==> config.mk <==
export PLATFORM = sky130hd
export DESIGN_NAME = nbdba_cfg
export DESIGN_NICKNAME = d
export VERILOG_FILES = /design/src/hdl/nbdba_pkg.sv /design/src/hdl/nbdba_cfg.sv
export SDC_FILE = /design/constraint.sdc
export NUM_CORES = 1
export LEC_CHECK = 0
export BUFFER_PORTS_ARGS = -buffer_cell sky130_fd_sc_hd__buf_4
export CORE_MARGIN = 1
export CORE_UTILIZATION = 35
export DETAILED_ROUTE_END_ITERATION = 16
export GPL_TIMING_DRIVEN = 1
export HOLD_SLACK_MARGIN = 0.08
export PLACE_DENSITY = 0.88
export SETUP_SLACK_MARGIN = 0.1
export SLEW_MARGIN = 20
export SYNTH_ARGS = -nofsm -noshare
export SYNTH_HDL_FRONTEND = slang
export SYNTH_SLANG_ARGS = --single-unit
==> constraint.sdc <==
create_clock -name clk -period 0.8 [get_ports clk]
set_input_delay 0.08 -clock clk [delete_from_list [all_inputs] [get_ports clk]]
set_output_delay 0.08 -clock clk [all_outputs]
set_load 0.05 [all_outputs]
==> src/hdl/nbdba_pkg.sv <==
// ----------------------------------------------------------------------------
// nbdba_pkg
// Shared types, codes and field positions for the named block directory.
// ----------------------------------------------------------------------------
`default_nettype none

package nbdba_pkg;

  // default sizes
  localparam int ENTRIES_DEF    = 64;
  localparam int NAME_BYTES_DEF = 16;

  // field widths
  localparam int CMD_W     = 2;
  localparam int NAME_HI_W = 56;
  localparam int NAME_LO_W = 64;
  localparam int SIZE_W    = 23;
  localparam int OFF_W     = 22;
  localparam int STATUS_W  = 3;
  localparam int SLOT_W    = 6;
  localparam int CAP_W     = 23;

  // input transaction packing
  localparam int IN_NHI_LSB  = 0;
  localparam int IN_NLO_LSB  = IN_NHI_LSB + NAME_HI_W;
  localparam int IN_SIZE_LSB = IN_NLO_LSB + NAME_LO_W;
  localparam int IN_DATA_W   = ((IN_SIZE_LSB + SIZE_W + 7) / 8) * 8;

  // output transaction packing
  localparam int OUT_ST_LSB   = 0;
  localparam int OUT_OFF_LSB  = OUT_ST_LSB + STATUS_W;
  localparam int OUT_SIZE_LSB = OUT_OFF_LSB + OFF_W;
  localparam int OUT_SLOT_LSB = OUT_SIZE_LSB + SIZE_W;
  localparam int OUT_USED_W   = OUT_SLOT_LSB + SLOT_W;
  localparam int OUT_DATA_W   = ((OUT_USED_W + 7) / 8) * 8;

  // configuration port
  localparam int CFG_ADDR_W = 3;
  localparam int CFG_DATA_W = 32;
  localparam logic [CFG_ADDR_W-3:0] REG_CAPACITY = '0;

  // allocator constants
  localparam logic [SIZE_W-1:0] DATA_START = SIZE_W'(16 * 1024);
  localparam logic [CAP_W-1:0]  CAP_MAX    = CAP_W'(4194304);

  // commands
  localparam logic [CMD_W-1:0] CMD_STORE  = 2'd0;
  localparam logic [CMD_W-1:0] CMD_LOOKUP = 2'd1;
  localparam logic [CMD_W-1:0] CMD_DELETE = 2'd2;
  localparam logic [CMD_W-1:0] CMD_CLEAR  = 2'd3;

  // status codes
  localparam logic [STATUS_W-1:0] ST_OK        = 3'd0;
  localparam logic [STATUS_W-1:0] ST_ZERO_SIZE = 3'd1;
  localparam logic [STATUS_W-1:0] ST_NO_RAM    = 3'd2;
  localparam logic [STATUS_W-1:0] ST_NO_SPACE  = 3'd3;
  localparam logic [STATUS_W-1:0] ST_NOT_FOUND = 3'd4;
  localparam logic [STATUS_W-1:0] ST_FULL      = 3'd5;
  localparam logic [STATUS_W-1:0] ST_ODD_SIZE  = 3'd6;
  localparam logic [STATUS_W-1:0] ST_BUF_SMALL = 3'd7;

  // controller to datapath
  typedef struct packed {
    logic load;
    logic scan;
    logic commit;
  } ctl_t;

  // datapath to controller
  typedef struct packed {
    logic need_scan;
    logic scan_last;
    logic out_free;
  } sts_t;

endpackage

`default_nettype wire

==> src/hdl/nbdba_cfg.sv <==
// ----------------------------------------------------------------------------
// nbdba_cfg
// Register port holding the detected RAM capacity.
// ----------------------------------------------------------------------------
`default_nettype none

module nbdba_cfg (
  input  wire logic                              clk,
  input  wire logic                              rst_n,
  input  wire logic                              cfg_psel,
  input  wire logic                              cfg_penable,
  input  wire logic                              cfg_pwrite,
  input  wire logic [nbdba_pkg::CFG_ADDR_W-1:0]  cfg_paddr,
  input  wire logic [nbdba_pkg::CFG_DATA_W-1:0]  cfg_pwdata,
  output logic      [nbdba_pkg::CFG_DATA_W-1:0]  cfg_prdata,
  output logic                                   cfg_pready,
  output logic      [nbdba_pkg::CAP_W-1:0]       capacity
);

  logic [nbdba_pkg::CAP_W-1:0] cap_r;
  logic [nbdba_pkg::CAP_W-1:0] cap_nxt;
  logic                        hit;
  logic                        wr_en;

  assign cfg_pready = 1'b1;
  assign hit        = (cfg_paddr[nbdba_pkg::CFG_ADDR_W-1:2] == nbdba_pkg::REG_CAPACITY);
  assign wr_en      = cfg_psel && cfg_penable && cfg_pwrite && cfg_pready && hit;
  assign cap_nxt    = wr_en ? cfg_pwdata[nbdba_pkg::CAP_W-1:0] : cap_r;
  assign capacity   = cap_r;

  always_comb begin
    cfg_prdata = '0;
    if (hit) begin
      cfg_prdata = nbdba_pkg::CFG_DATA_W'(cap_r);
    end
  end

  always_ff @(posedge clk) begin
    if (!rst_n) begin
      cap_r <= '0;
    end else begin
      cap_r <= cap_nxt;
    end
  end

endmodule

`default_nettype wire

Yosys cells after proc, flatten, opt, wreduce, memory -nomap -nowiden
Cells that the tools add are included.
Cells by class
  mux-type cells: 1
  bitwise gates (word level): 1
  reductions and logical operators: 3
Operators by type and width (count)
  $mux W23: 1
  $logic_and A1 B1 Y1: 3
  $not A1 Y1: 1
Storage, ports and cells
  bits in registers: 23
  bits of input ports: 40

Logic depth before layout (Yosys ltp)
  depth in word-level cells: 3
  mapped depth: 4
  mapped depth without buffers: 2

Worst setup path after synthesis
No wires, ideal clock.
  kind: register to output
  start: register cap_r, in the netlist capacity[10]
  end: output cfg_prdata[10] (netlist name)
  data arrival time: 1410 ps
  slack: -690 ps
  cell stages (with the launch flop): 2
  path through: dfxtp_1 > nor2b_1
Between the ends
  cells in the longest elaborated chain, start to end: 1
Ends and longest elaborated chain
  from (decl): RTL line nbdba_cfg.sv:20  | logic [nbdba_pkg::CAP_W-1:0] cap_r;
  from (signal assigned): RTL line nbdba_cfg.sv:42  | cap_r <= cap_nxt;
  $mux W23: RTL line nbdba_cfg.sv:33  | if (hit) begin
  to (decl): RTL line nbdba_cfg.sv:15  | output logic [nbdba_pkg::CFG_DATA_W-1:0] cfg_prdata,
No other way between the ends.

Final worst setup path
  start: register cap_r, in the netlist capacity[5]
  end: output cfg_prdata[5] (netlist name)
The elaborated chain is that of the path after synthesis.

==> flow_metrics.py <==
metrics = {
    "logic_synthesis": {
        "ys_types": 12,
        "synth_ff_type": "dfxtp_1",
        "synth_area_leaders": "dfxtp_1 39%, mux2i_1 19%, nand2_1 15%, nor2b_1 11%, buf_4 6.3%",
        "async_flop_share_pct": 0,
        "synth.most_common_cell": "nand2_1",
        "ys_seq_area_share_pct": 38.8,
        "synth_top_cell_area_share_pct": 38.8,
        "synth-edff-count": 0,
        "synth.yosys.warnings": 0,
        "synth_largest_area_cell": "dfxtp_1",
        "syn_area_um2": 1190,
        "netlist_instances": 138,
        "ys_seq_elements": 23,
        "syn_avg_cell_area_um2": 8.60,
        "ys_top_cells_by_count": "46 x nand2_1, 23 x dfxtp_1, 23 x mux2i_1",
    },
    "route": {
        "via_per_inst": 4.48,
        "drcViolationCount": 0,
        "postRouteAntennaNets": 0,
        "drt_iter0_drc": 23,
        "drt-pass1-iter-count": 6,
        "wl_per_cell_um": 14.9,
        "dr_total_vias": 1322,
        "drt-total-wl_um": 4390,
    },
    "worst_hold_path": {
        "min_delay_path_depth": 4,
        "hold_class": "in2reg",
        "hold_end": "capacity[18]$_SDFFE_PN0P_",
        "holdCritStartpoint": "rst_n",
    },
    "critical_path": {
        "critPathMaxFanout": 3,
        "setup.worst_path.class": "reg2out",
        "start_kind": "flop",
        "ff2ff_setup_slack_ns": -0.01,
        "rr_endpoint": "capacity[6]$_SDFFE_PN0P_",
        "end_kind": "primary output",
        "cp.arrival_ns": 1.04,
        "rr_worst_depth": 4,
        "crit-reg2reg-launch": "capacity[6]$_SDFFE_PN0P_",
        "crit_required_ns": 0.72,
    },
    "clocking": {
        "clkTransAtPathRegs_ns": 0.13,
        "insertion_delay_ns": 0.31,
        "cts.sinks": 23,
        "clock_path_buffers": 2,
        "cts_tree": "yes",
        "cts_buffers": 3,
        "root_buffer": "clkbuf_4",
        "cts_max_level": 1,
    },
    "grt": {
        "grt_pass1_vias": 1280,
        "track_usage_pct": 20.7,
        "antenna_found_initial": 0,
        "grt_pass1_wl_um": 5540,
        "overflow": 0,
        "grt_max_degree": 25,
    },
    "placement": {
        "dpl_cell_area_um2": 2040,
        "hpwl_um": 2250,
        "routabilityCongestion": 0.687,
        "portBuffers": 74,
    },
    "final_layout": {
        "largest_register_ffs": 23,
        "stdcell_area_um2": 2780,
        "fin_nets": 292,
        "final_layout_size_suffix_gt1_share_pct": 60.2,
        "n_antenna_cell": 0,
        "fill_cells": 130,
        "syn_to_final_growth_pct": 134,
        "final_util_pct": 88.8,
    },
    "outcome": {
        "outcome": "finished, violations left",
        "violations": "setup timing",
    },
    "sta": {
        "hold_viol_final": 0,
        "fmax_mhz": 897,
        "fin_crit_ns": 1.12,
        "period_share_pct": 139,
        "finalSetupViolations": 47,
        "maxSlewViolCount": 0,
        "rsz0062_at_grt": "true",
        "skew_ns": 0,
        "setup_slack_ns": -0.315,
    },
    "die": {
        "die_x_um": 60.2,
        "initial_core_util_pct": 37.9,
        "die_area_um2": 3630,
        "core_um2": 3130,
        "row_count": 20,
        "chipHeight_um": 60.2,
        "ioPinCount": 96,
    },
    "power_and_ir_drop": {
        "p_leak_uw": 0.00116,
        "ir_drop_v": 0.000671,
        "p_per_area_nw_per_um2": 918,
    },
    "job": {
        "maxCapViolCount": 0,
    },
}
cells in the final DEF (no fill, tap or decap), drive strengths merged:
cell	instances
clkinv	1
nand2	46
buf	98
nor2b	20
and4b	1
dlygate4sd3	23
and2b	3
clkbuf	3
conb	10
mux2i	23
dfxtp	23
worst max path at each step:
stage / startpoint / endpoint
finish: capacity[5]$_SDFFE_PN0P_ / cfg_prdata[5]
global route: capacity[5]$_SDFFE_PN0P_ / cfg_prdata[5]
CTS: capacity[12]$_SDFFE_PN0P_ / cfg_prdata[12]
detailed placement: cfg_paddr[2] / capacity[4]$_SDFFE_PN0P_
global placement: cfg_paddr[2] / capacity[9]$_SDFFE_PN0P_
floorplan: capacity[10]$_SDFFE_PN0P_ / cfg_prdata[10]
critical path: stages (launching register included):
cell and delay, ns:
dfxtp_4 0.39, nor2b_4 0.17, buf_8 0.16
routing by layer:
| layer | global-route usage [%] | wire length (µm) |
|---|---|---|
| met1 | 20.0 | 1490 |
| met2 | 43.0 | 2610 |
| met3 | 4.33 | 230 |
| met4 | 4.98 | 56 |
| met5 | 0 | 0 |
power breakdown:
group,total [µW],internal [µW],leakage [µW],switching (µW)
registers,1140,1110,0.000204,26.8
clock network,552,187,0.0000177,365
logic,862,406,0.000935,456
what timing repair did:
item,4_1_cts,5_1_grt
endpoints found under the hold margin,23,0
hold buffers,23,0
buffers inserted,1,14
setup endpoints to repair,46,47
gates resized for setup,47,51
metrics by stage:
stage                     setup WS, ns  total power [µW]  cells  hold slack, ns  TNS (ns)
after floorplan                -0.0552              1620    146           0.212     -1.43
after global placement          -0.152              1810    253           0.328     -5.35
after detailed placement        -0.219              1820    253           0.336     -6.55
after CTS                       -0.276              2480    281           0.178     -9.48
after global routing            -0.353              2690    295           0.177    -12.54
final                           -0.315              2550    295           0.192    -10.24
cells by family (layout without fill, tap and decap cells):
| family | after synthesis | in the layout | synth area share [%] |
|---|---|---|---|
| and+or+nand+nor | 70 | 70 | 28.2 |
| muxes | 23 | 23 | 19.4 |
| DFF | 23 | 23 | 38.8 |
| buffers and inverters | 20 | 125 | 13.0 |
| other | 2 | 10 | 0.633 |
final cells by class:
type / instances / area [µm²] / share of cell area (%)
clock buffer: 3 / 22.5 / 0.811
tap: 44 / 55.1 / 1.98
sequential: 23 / 547 / 19.7
multi-input combinational: 103 / 763 / 27.5
clock inverter: 1 / 5.00 / 0.180
timing repair buffer: 121 / 1390 / 49.9
Power figures use the tool's default switching activity.
