`src/hdl/nbdba_pkg.sv`:
```
// ----------------------------------------------------------------------------
// nbdba_pkg
// Shared types, codes and field positions for the named block directory.
// ----------------------------------------------------------------------------
`default_nettype none

package nbdba_pkg;

  // default sizes
  localparam int ENTRIES_DEF    = 64;
  localparam int NAME_BYTES_DEF = 16;

  // field widths
  localparam int CMD_W     = 2;
  localparam int NAME_HI_W = 56;
  localparam int NAME_LO_W = 64;
  localparam int SIZE_W    = 23;
  localparam int OFF_W     = 22;
  localparam int STATUS_W  = 3;
  localparam int SLOT_W    = 6;
  localparam int CAP_W     = 23;

  // input transaction packing
  localparam int IN_NHI_LSB  = 0;
  localparam int IN_NLO_LSB  = IN_NHI_LSB + NAME_HI_W;
  localparam int IN_SIZE_LSB = IN_NLO_LSB + NAME_LO_W;
  localparam int IN_DATA_W   = ((IN_SIZE_LSB + SIZE_W + 7) / 8) * 8;

  // output transaction packing
  localparam int OUT_ST_LSB   = 0;
  localparam int OUT_OFF_LSB  = OUT_ST_LSB + STATUS_W;
  localparam int OUT_SIZE_LSB = OUT_OFF_LSB + OFF_W;
  localparam int OUT_SLOT_LSB = OUT_SIZE_LSB + SIZE_W;
  localparam int OUT_USED_W   = OUT_SLOT_LSB + SLOT_W;
  localparam int OUT_DATA_W   = ((OUT_USED_W + 7) / 8) * 8;

  // configuration port
  localparam int CFG_ADDR_W = 3;
  localparam int CFG_DATA_W = 32;
  localparam logic [CFG_ADDR_W-3:0] REG_CAPACITY = '0;

  // allocator constants
  localparam logic [SIZE_W-1:0] DATA_START = SIZE_W'(16 * 1024);
  localparam logic [CAP_W-1:0]  CAP_MAX    = CAP_W'(4194304);

  // commands
  localparam logic [CMD_W-1:0] CMD_STORE  = 2'd0;
  localparam logic [CMD_W-1:0] CMD_LOOKUP = 2'd1;
  localparam logic [CMD_W-1:0] CMD_DELETE = 2'd2;
  localparam logic [CMD_W-1:0] CMD_CLEAR  = 2'd3;

  // status codes
  localparam logic [STATUS_W-1:0] ST_OK        = 3'd0;
  localparam logic [STATUS_W-1:0] ST_ZERO_SIZE = 3'd1;
  localparam logic [STATUS_W-1:0] ST_NO_RAM    = 3'd2;
  localparam logic [STATUS_W-1:0] ST_NO_SPACE  = 3'd3;
  localparam logic [STATUS_W-1:0] ST_NOT_FOUND = 3'd4;
  localparam logic [STATUS_W-1:0] ST_FULL      = 3'd5;
  localparam logic [STATUS_W-1:0] ST_ODD_SIZE  = 3'd6;
  localparam logic [STATUS_W-1:0] ST_BUF_SMALL = 3'd7;

  // controller to datapath
  typedef struct packed {
    logic load;
    logic scan;
    logic commit;
  } ctl_t;

  // datapath to controller
  typedef struct packed {
    logic need_scan;
    logic scan_last;
    logic out_free;
  } sts_t;

endpackage

`default_nettype wire

```
`src/hdl/nbdba_ctrl.sv`:
```
// ----------------------------------------------------------------------------
// nbdba_ctrl
// Command sequencer: accept, directory scan, commit of the result.
// ----------------------------------------------------------------------------
`default_nettype none

module nbdba_ctrl (
  input  wire logic            clk,
  input  wire logic            rst_n,
  input  wire logic            in_tvalid,
  output logic                 in_tready,
  input  wire nbdba_pkg::sts_t sts,
  output nbdba_pkg::ctl_t      ctl
);

  localparam logic [2:0] S_IDLE   = 3'd0;
  localparam logic [2:0] S_DISP   = 3'd1;
  localparam logic [2:0] S_SCAN   = 3'd2;
  localparam logic [2:0] S_DRAIN  = 3'd3;
  localparam logic [2:0] S_COMMIT = 3'd4;

  logic [2:0] state_r;
  logic [2:0] state_nxt;

  assign in_tready  = (state_r == S_IDLE);
  assign ctl.load   = in_tvalid && in_tready;
  assign ctl.scan   = (state_r == S_SCAN);
  assign ctl.commit = (state_r == S_COMMIT) && sts.out_free;

  always_comb begin
    state_nxt = state_r;
    case (state_r)
      S_IDLE: begin
        if (ctl.load) begin
          state_nxt = S_DISP;
        end
      end
      S_DISP: begin
        state_nxt = sts.need_scan ? S_SCAN : S_COMMIT;
      end
      S_SCAN: begin
        if (sts.scan_last) begin
          state_nxt = S_DRAIN;
        end
      end
      S_DRAIN: begin
        state_nxt = S_COMMIT;
      end
      S_COMMIT: begin
        if (sts.out_free) begin
          state_nxt = S_IDLE;
        end
      end
      default: begin
        state_nxt = S_IDLE;
      end
    endcase
  end

  always_ff @(posedge clk) begin
    if (!rst_n) begin
      state_r <= S_IDLE;
    end else begin
      state_r <= state_nxt;
    end
  end

endmodule

`default_nettype wire

```
`config.mk`:
```
export PLATFORM = sky130hd
export DESIGN_NAME = nbdba_ctrl
export DESIGN_NICKNAME = d
export VERILOG_FILES = /design/src/hdl/nbdba_pkg.sv /design/src/hdl/nbdba_ctrl.sv
export SDC_FILE = /design/constraint.sdc
export NUM_CORES = 1
export LEC_CHECK = 0
export BUFFER_PORTS_ARGS = -buffer_cell sky130_fd_sc_hd__buf_4
export CAP_MARGIN = 25
export CORE_AREA = 10 10 47 49
export DETAILED_ROUTE_END_ITERATION = 7
export DIE_AREA = 0 0 57 59
export SLEW_MARGIN = 20
export SYNTH_ARGS = -nofsm -noshare
export SYNTH_HDL_FRONTEND = slang
export SYNTH_SLANG_ARGS = --single-unit
```
`constraint.sdc`:
```
create_clock -name clk -period 1.3 [get_ports clk]
set_input_delay 0.13 -clock clk [delete_from_list [all_inputs] [get_ports clk]]
set_output_delay 0.13 -clock clk [all_outputs]
set_load 0.02 [all_outputs]
```
======== Word level (Yosys, flattened, before mapping) ========
Index checks and enable logic that the tools add are counted.
storage, ports and cells
  bits in registers ....................... 3
  output and inout bits ................... 4
  word-level logic and storage cells ...... 17
cells by class
  eq/ne operators ......................... 7
  mux-type cells .......................... 5
  reduce and logical (&&, ||, !) cells .... 4
operators by type and width
  kind                                                    number
  case mux 3 bit (5 select lines)                         1
  2-to-1 mux 3 bit                                        4
  equality test 3 x 2 -> 1 bit (second input constant)    2
  inequality test 2 bit (second input constant)           2
  equality test 3 x 1 -> 1 bit (second input constant)    1
  equality test 3 bit (second input constant)             1
  logical NOT 3 bit                                       1
  AND reduction 3 bit                                     1
  logical AND 1 bit                                       2
  inequality test 2 x 1 -> 1 bit (second input constant)  1

======== Longest topological paths before layout ========
Gate-level depths: netlist of the first run.
  depth after elaboration ................. 4
  depth in mapped cells ................... 3
  gate-level depth less buffers ........... 3

======== Worst setup path after synthesis of the first run ========
OpenSTA, ideal clock, no wires.
  kind .................................... reg-to-output
  start ................................... register state_r[0]
  end ..................................... output ctl[2] in the netlist's numbering
  arrival ................................. 1.190 ns
  data required time ...................... 1.170 ns
  setup slack ............................. -0.020 ns
  cell stages (with the launch flop) ...... 3
  buffers on the path ..................... 1
  cell sequence ........................... dfxtp_1 buf_6 nor4b_1
RTL lines
  element                 RTL line          source
  start, declared         nbdba_ctrl.sv:22  logic [2:0] state_r;
  start signal, assigned  nbdba_ctrl.sv:64  state_r <= state_nxt;
  end, declared           nbdba_ctrl.sv:13  output nbdba_pkg::ctl_t ctl

==> results of run 1 <==
## cell type report
cell class / count / area, sq um
fillers: 172 / 1111
clock buffers: 4 / 26.28
flip-flops and latches: 3 / 61.31
multi-input cells: 14 / 115.1
repair buffers: 9 / 67.56
well taps: 16 / 20.02
## where the power goes
part	leakage, nW	internal [mW]	total (mW)	switching, mW
clock	0.0150	0.115	0.166	0.0505
sequential	0.0249	0.0983	0.109	0.0107
combinational	0.0797	0.0366	0.0631	0.0265
## per-stage QoR
stage          total power [mW]  setup WS [ns]  cells  area (sq um)
2_1_floorplan            0.1474         0.1932     18         186.4
6_report                 0.3378        0.04889     46         290.3
3_3_place_gp             0.1729         0.1009     42         262.8
3_5_place_dp             0.1740         0.1037     42         262.8
5_1_grt                  0.3627       0.001351     46         290.3
4_1_cts                  0.3474        0.03392     46         289.0
## critical path, stage by stage (launching register included)
cell and delay [ns]:
dfxtp_1 0.46, and4bb_2 0.27, buf_4 0.15
## logic make-up (layout without fill, tap and decap cells)
logic type / after synthesis / in the layout / synth area share [%]
flops: 3 / 3 / 33.33
buf+inv: 1 / 13 / 6.250
compound gates: 2 / 2 / 6.943
simple gates: 10 / 10 / 41.67
mux: 2 / 2 / 11.81
## layer usage
metal / GRT usage, % / up-vias
met1: 2.243 / 78
met2: 5.116 / 6
met4: 7.047 / 0
li1: - / 92
met3: 2.790 / 0
met5: 0 / -
## worst paths after layout
kind                            from                       to  slack, ns
max          state_r[1]$_SDFFE_PN0P_                   ctl[0]       0.05
min                            rst_n  state_r[0]$_SDFFE_PN0P_       0.15
max reg2reg  state_r[1]$_SDFFE_PN0P_  state_r[2]$_SDFFE_PN0P_       0.09
min reg2reg  state_r[2]$_SDFFE_PN0P_  state_r[1]$_SDFFE_PN0P_       0.59
## layout by cell type (no fill, tap or decap)
cell      instances
mux2i_1           1
nor2_1            1
buf_4             9
clkbuf_4          3
or4b_1            1
o31ai_1           1
and3_1            1
nor3b_1           1
clkbuf_1          1
mux2_1            1
nor4b_2           1
nor3_1            1
or3b_1            1
dfxtp_2           1
and4bb_2          1
dfxtp_1           2
and2_1            1
nor2b_1           1
a21oi_1           1
## Yosys cell counts
cell / count / area (sq um)
nor2b_1: 1 / 6.260
nor2_1: 1 / 3.750
nor3_1: 1 / 5.000
nor3b_1: 1 / 7.510
a21oi_1: 1 / 5.000
and4bb_2: 1 / 12.51
dfxtp_1: 3 / 60.06
mux2_1: 1 / 11.26
or4b_1: 1 / 10.01
buf_6: 1 / 11.26
mux2i_1: 1 / 10.01
nor4b_1: 1 / 8.760
and3_1: 1 / 6.260
or3b_1: 1 / 8.760
and2_1: 1 / 6.260
o31ai_1: 1 / 7.510
## repair_timing
item                       CTS  global route
setup buffers                0             0
setup endpoints to repair    0             2
resized for setup            0             1
==> results.cfg, run 1 <==
[clocking]
cts_root_buffer = clkbuf_4
cts_buffer_depth = 2
ctsHoldBuffers = 0
cts_made_buffers = 3
cts.sinks = 3
clk_latency_ns = 0.23
tritoncts = done
worst_setup_hold_path_clk_slew_ns = 0.04
htree_levels = 1

[worst_setup_path]
reg2reg_depth = 3
path_class = reg2out
required_ns = 1.17
cp-end-kind = output port
startpoint_type = flip-flop
path_max_fanout = 8
worstPathArrival_ns = 1.12

[timing]
finalCriticalPeriod_ns = 1.251
slew_viol_final = 0
slew_headroom_pct = 82.39
fin_crit_sh_pct = 96.24
holdWs_ns = 0.1540
rsz0062_at_grt = no
final-setup-viol-count = 0
tightest_slew_ns = 0.2638
max_freq_ghz = 0.7993
skew_ns = 0.002937
hold_violations = 0
fin_setup_tns_ns = 0

[floorplan]
die_height_um = 59
die_w_um = 57
ios = 10
core_sq_um = 1401
start_util_pct = 12.86
num_rows = 14
dieArea_sq_um = 3363

[synthesis]
syn_inst = 18
synth_nets = 24
ys_ff_latch = 3
ys_seq_area_share_pct = 33.33
synth.avg_cell_area_sq_um = 10.01
synth_warnings = 0
synth_cell_types = 16
synthesis.area_sq_um = 180.2

[global_route]
grt_max_degree = 9
grt_pass1_vias = 189
grt_pass1_wl_um = 821
grt-ovfl-total = 0
antenna_found_initial = 0
track_usage_pct = 3.708

[outcome]
outcome = finished, final reports clean

[placement]
io_buffers = 9
gp_congestion = 0.6074

[pwr]
ir_drop_v = 0.0001755
static-leakage-power_nw = 0.1196
power.density_nw_per_um2 = 1164

[routing]
drt_first_pass_iters = 3
vias = 176
route.met3.wl_um = 49
wl_per_cell_um = 11.24
dr_wl_met2_um = 268
drcViolationCount = 0
met1Wirelength_um = 200
antenna_left = 0
via_per_inst = 3.826
drt_wl_total_um = 517
drt-initial-drc-count = 2
top_layer_used = met3

[layout]
drive_gt1_share_pct = 50.00
nets = 37
largest_registers = state_r: 3 flops
largest_reg_flops = 3
max_flop_register = state_r
n_antenna_cell = 0
area_growth_pct = 61.11
fin_util_pct = 20.71

[worst_hold_path]
hp-class = in2reg
hold_depth = 2

[job]
cap_violations = 0
No activity file was read; power rests on OpenSTA's default activity.
==> inputs of run 2 (changes only) <==
--- a/config.mk
+++ b/config.mk
@@ -8,8 +8,10 @@
 export BUFFER_PORTS_ARGS = -buffer_cell sky130_fd_sc_hd__buf_4
 export CAP_MARGIN = 25
 export CORE_AREA = 10 10 47 49
+export CTS_CLUSTER_SIZE = 12
 export DETAILED_ROUTE_END_ITERATION = 7
 export DIE_AREA = 0 0 57 59
+export MAX_ROUTING_LAYER = met4
 export SLEW_MARGIN = 20
 export SYNTH_ARGS = -nofsm -noshare
 export SYNTH_HDL_FRONTEND = slang
==> run 2 against run 1 <==
  * Via count up 8.0%
  * Maximum frequency increased by 0.74%
  * Die area stayed put
  * Critical path depth did not move
  * Clock power about the same
  * Clock skew increased by 0.0015 ns
  * Cell count unchanged
  * Sequential power hardly changed
  * Sequential share of layout area unchanged
  * Global-route usage increased by 0.10 points
  * Combinational power about the same
==> results.cfg, run 2 (synthesis gave the netlist of run 1 again) <==
[outcome]
outcome = finished, final reports clean

[floorplan]
core_sq_um = 1401
start_util_pct = 12.86
die_height_um = 59
dieArea_sq_um = 3363
num_rows = 14
die_w_um = 57
ios = 10

[layout]
stdcell_area_sq_um = 290.3
max_flop_register = state_r
largest_registers = state_r: 3 flops
n_antenna_cell = 0
fin_cells = 46
largest_reg_flops = 3
nets = 37
drive_gt1_share_pct = 50.00
layout_common_cells = buf_4, clkbuf_4, dfxtp_1
final_common_cell = buf_4
area_growth_pct = 61.11

[worst_setup_path]
required_ns = 1.17
path_max_fanout = 8
worstReg2RegEnd = state_r[2]$_SDFFE_PN0P_
crit_end = ctl[0]
reg2reg_depth = 3
cp-end-kind = output port
r2r_slack_ns = 0.10
path_class = reg2out
startpoint_type = flip-flop
worstPathArrival_ns = 1.11
r2r-start = state_r[1]$_SDFFE_PN0P_
critPathLaunch = state_r[1]$_SDFFE_PN0P_

[pwr]
switchingPower_uw = 88.07
power.density_nw_per_um2 = 1165
intPower_uw = 250.1
ir_drop_v = 0.0001792
static-leakage-power_nw = 0.1196
sw_frac_of_total_pct = 26.05
pwr-share-seq_pct = 32.2
clkPwrFrac_pct = 49.0
combPwrFrac_pct = 18.7

[clocking]
cts_root_buffer = clkbuf_4
worst_setup_hold_path_clk_slew_ns = 0.04
cts_made_buffers = 3
tritoncts = done
clk_latency_ns = 0.23
ctsHoldBuffers = 0
cts_buffer_depth = 2
postCtsSetupRepairBufs = 0
cts.sinks = 3
htree_levels = 1
cts_resized = 0

[timing]
rsz0062_at_grt = no
tightest_slew_ns = 0.2526
slew_viol_final = 0
hold_violations = 0
slew_headroom_pct = 83.14
finalWorstSetupSlack_ns = 0.05809
finalCriticalPeriod_ns = 1.242
skew_ns = 0.004415
final-setup-viol-count = 0
max_freq_ghz = 0.8052
holdWs_ns = 0.1567
fin_setup_tns_ns = 0
fin_crit_sh_pct = 95.53

[placement]
preCtsSetupSlack_ns = 0.1037
place_inst = 42
dpl_cell_area_sq_um = 262.8
io_buffers = 9
gp_congestion = 0.6116

[global_route]
grt-ovfl-total = 0
grt_pass1_vias = 189
grt_pass1_wl_um = 821
antenna_found_initial = 0
grt_max_degree = 9
track_usage_pct = 3.812

[routing]
wl_per_cell_um = 11.61
drcViolationCount = 0
drt-initial-drc-count = 3
drt_first_pass_iters = 2
via_per_inst = 4.130
drt_wl_total_um = 534
antenna_left = 0
vias = 190

[job]
cap_violations = 0

[worst_hold_path]
hp-class = in2reg
-- run 2: cell counts in the layout (fill, tap and decap cells not counted) --
Identical to the previous run, type by type.
-- run 2: cell type report --
class                   instances  area [sq um]
clock buffers                   4         26.28
fillers                       172          1111
multi-input cells              14         115.1
flip-flops and latches          3         61.31
well taps                      16         20.02
repair buffers                  9         67.56
-- run 2: critical path, stage by stage, from the launching register on --
cell and delay [ns]:
dfxtp_1 0.45, and4bb_2 0.27, buf_4 0.15
-- run 2: stage by stage --
step,utilization (%),total power [mW]
floorplan,-,0.1474
global placement,18.75,0.1729
detailed placement,18.75,0.1740
CTS,20.63,0.3474
global route,20.71,0.3627
finish,20.71,0.3381
-- run 2: how the worst min path moves through the flow --
stage                     startpoint                 endpoint  slack, ns  depth (start not counted)
after floorplan                rst_n  state_r[2]$_SDFFE_PN0P_       0.26                          2
after global placement         rst_n  state_r[0]$_SDFFE_PN0P_       0.38                          2
after detailed placement       rst_n  state_r[0]$_SDFFE_PN0P_       0.39                          2
after CTS                      rst_n  state_r[2]$_SDFFE_PN0P_       0.15                          3
after global routing           rst_n  state_r[2]$_SDFFE_PN0P_       0.16                          3
final                          rst_n  state_r[2]$_SDFFE_PN0P_       0.16                          3
-- run 2: power by group through the flow --
stage          combinational [mW]  sequential (mW)  clock (mW)
6_report                   0.0633            0.109       0.166
3_3_place_gp               0.0632            0.110           0
3_5_place_dp               0.0638            0.110           0
2_1_floorplan              0.0433            0.104           0
5_1_grt                    0.0685            0.111       0.184
4_1_cts                    0.0642            0.109       0.175
-- run 2: routing by layer --
metal / vias to the layer above / track usage (%) / routed length, um
met2: 10 / 5.116 / 272
li1: 94 / - / -
met1: 84 / 2.479 / 221
met4: 0 / 7.047 / 2
met3: 2 / 2.361 / 37
met5: - / - / 0
==> inputs of run 3 (changes only) <==
--- a/config.mk
+++ b/config.mk
@@ -5,12 +5,14 @@
 export SDC_FILE = /design/constraint.sdc
 export NUM_CORES = 1
 export LEC_CHECK = 0
+export ABC_AREA = 1
 export BUFFER_PORTS_ARGS = -buffer_cell sky130_fd_sc_hd__buf_4
 export CAP_MARGIN = 25
 export CORE_AREA = 10 10 47 49
 export CTS_CLUSTER_SIZE = 12
 export DETAILED_ROUTE_END_ITERATION = 7
 export DIE_AREA = 0 0 57 59
+export GPL_ROUTABILITY_DRIVEN = 0
 export MAX_ROUTING_LAYER = met4
 export SLEW_MARGIN = 20
 export SYNTH_ARGS = -nofsm -noshare
==> run 3 against run 2 <==
  * Hold slack lost 0.0013 ns
  * Sequential power grew 6%
  * Highest routed layer is now met3
  * Total power grew 22%
  * Count of clock-buffer cells in the layout is the same
  * Maximum frequency grew 5.9%
  * Final area grew 0.43%
  * Routed wire length shrank 4.9%
  * First-iteration DRC count is the same
  * Register-to-register slack gained 0.35 ns
  * Largest power group unchanged
  * Clock power is essentially flat
  * Sequential share of layout area shrank 0.52 points
==> results.cfg, run 3 <==
[layout]
largest_registers = state_r: 3 flops
max_flop_register = state_r
largest_reg_flops = 3
area_growth_pct = 68.84
drive_gt1_share_pct = 36.59
final_common_cell = buf_4
fin_cells = 57
n_antenna_cell = 0
layout_common_cells = buf_4, inv_1, nand2_1, nor2_1, nand3_1
nets = 48
fin_util_pct = 20.80

[clocking]
cts.sinks = 3
htree_levels = 1
cts_made_buffers = 3
worst_setup_hold_path_clk_slew_ns = 0.04
clk_latency_ns = 0.24
cts_buffer_depth = 2
cts_root_buffer = clkbuf_4
tritoncts = done

[routing]
antenna_left = 0
drt_first_pass_iters = 2
drt_wl_total_um = 508
wl_per_cell_um = 8.912
drcViolationCount = 0
via_per_inst = 3.632
drt-initial-drc-count = 3
vias = 207

[pwr]
clkPwrFrac_pct = 41.0
intPower_uw = 274.7
power.density_nw_per_um2 = 1415
sw_frac_of_total_pct = 33.43
combPwrFrac_pct = 31.2
pwr-share-seq_pct = 27.8
static-leakage-power_nw = 0.1533
ir_drop_v = 0.0006439
switchingPower_uw = 137.9

[worst_setup_path]
required_ns = 1.17
path_class = reg2out
worstPathArrival_ns = 1.04
path_max_fanout = 5
cp-end-kind = output port
startpoint_type = flip-flop

[floorplan]
die_w_um = 57
start_util_pct = 12.32
dieArea_sq_um = 3363
die_height_um = 59
core_sq_um = 1401
ios = 10
num_rows = 14

[worst_hold_path]
hp-class = in2reg

[synthesis]
synth-simple-area-share_pct = 39.86
synth.avg_cell_area_sq_um = 6.167
synth_compound_area_share_pct = 7.971
async_flop_share_pct = 0
yosys.area.top_type_share_pct = 34.78
synth.most_common_cell = inv_1
synth_warnings = 0
syn_inst = 28
synth_nets = 34
synth_xor_area_share_pct = 0
synth_mux_area_share_pct = 0
ys_seq_area_share_pct = 34.78
synth-edff-count = 0
yosysTopAreaCell = dfxtp_1
yosys-top-cells-count = inv_1, nand2_1, nand3_1, nor2_1, dfxtp_1
synthFlopType = dfxtp_1
synth_fa_ha_area_share_pct = 0
synth_cell_types = 11
synthTopCellsByArea = dfxtp_1, inv_1, nand3_1
synth_top_family_by_area = simple AND/OR/NAND/NOR gates
ys_ff_latch = 3
synthesis.area_sq_um = 172.7

[timing]
fin_setup_tns_ns = 0
final-setup-viol-count = 0
finalCriticalPeriod_ns = 1.173
slew_viol_final = 0
skew_ns = 0.001452
fin_crit_sh_pct = 90.20
slew_headroom_pct = 88.01
hold_violations = 0
tightest_slew_ns = 0.1796
rsz0062_at_grt = no
max_freq_ghz = 0.8528

[job]
cap_violations = 0

[global_route]
track_usage_pct = 3.557
grt_max_degree = 7
grt-ovfl-total = 0
antenna_found_initial = 0
grt_pass1_vias = 217
grt_pass1_wl_um = 855

[placement]
place_inst = 53
post-dp-hpwl_um = 407.1
io_buffers = 9

[outcome]
outcome = finished, final reports clean
[run 3: changes by cell type in the layout (fill, tap and decap cells not counted), sizes merged, moves of 2 or more]
cell / change
inv: +7
nand2: +4
nand3: +4
nand4: +2
nor2: +4
[run 3: power by group through the flow]
stage | Sequential (mW) | Clock (mW) | Combinational [mW]
6_report | 0.115 | 0.169 | 0.129
5_1_grt | 0.115 | 0.191 | 0.145
4_1_cts | 0.111 | 0.177 | 0.128
3_5_place_dp | 0.113 | 0 | 0.127
3_3_place_gp | 0.113 | 0 | 0.125
2_1_floorplan | 0.112 | 0 | 0.0788
[run 3: final cells by class]
class,instances,area (sq um)
clock buffer,4,26.28
timing repair buffer,9,67.56
inverter,8,30.03
fill,177,1110
tap,16,20.02
sequential,3,60.06
multi-input combinational,17,87.58
[run 3: worst max-delay path, cell delays in order (launching register included)]
cell	delay, ns
dfxtp_1	0.34
nor2_4	0.14
nand2_1	0.09
nor2_1	0.10
buf_4	0.15
[run 3: per-stage QoR]
stage	power (mW)	area, sq um	hold WS, ns	worst slack, ns
after floorplan	0.1910	172.7	0.2881	0.3402
after global placement	0.2376	260.3	0.3966	0.3668
after detailed placement	0.2402	260.3	0.4063	0.3435
after CTS	0.4160	286.5	0.1581	0.08636
after global routing	0.4506	291.5	0.1790	0.03491
final	0.4126	291.5	0.1554	0.1274
[run 3: cells by family (layout without fill, tap and decap cells)]
family | Yosys count | after routing
compound gates | 2 | 2
buf+inv | 8 | 21
flops | 3 | 3
simple gates | 15 | 15
[run 3: metal layers]
layer	GRT usage, %	part of all wire (%)	vias up
li1	-	-	113
met1	3.095	45	83
met2	4.806	40	11
met3	4.936	14	0
met4	0	0	0
met5	-	0	-
[run 3: what timing repair did]
action | in CTS | in global routing
buffers inserted | 0 | 0
gates resized for setup | 0 | 1
hold endpoints to repair | 0 | 0
hold buffers | 0 | 0
setup endpoints to repair | 0 | 1
[run 3: path summary, 6_finish.rpt]
check | depth (start not counted) | endpoint | start | slack [ns]
worst max register to register | 4 | state_r[1]$_SDFFE_PN0P_ | state_r[0]$_SDFFE_PN0P_ | 0.45
worst min-delay path | 3 | state_r[1]$_SDFFE_PN0P_ | rst_n | 0.16
worst max-delay path | 4 | ctl[2] | state_r[2]$_SDFFE_PN0P_ | 0.13
worst min register to register | 2 | state_r[1]$_SDFFE_PN0P_ | state_r[1]$_SDFFE_PN0P_ | 0.53
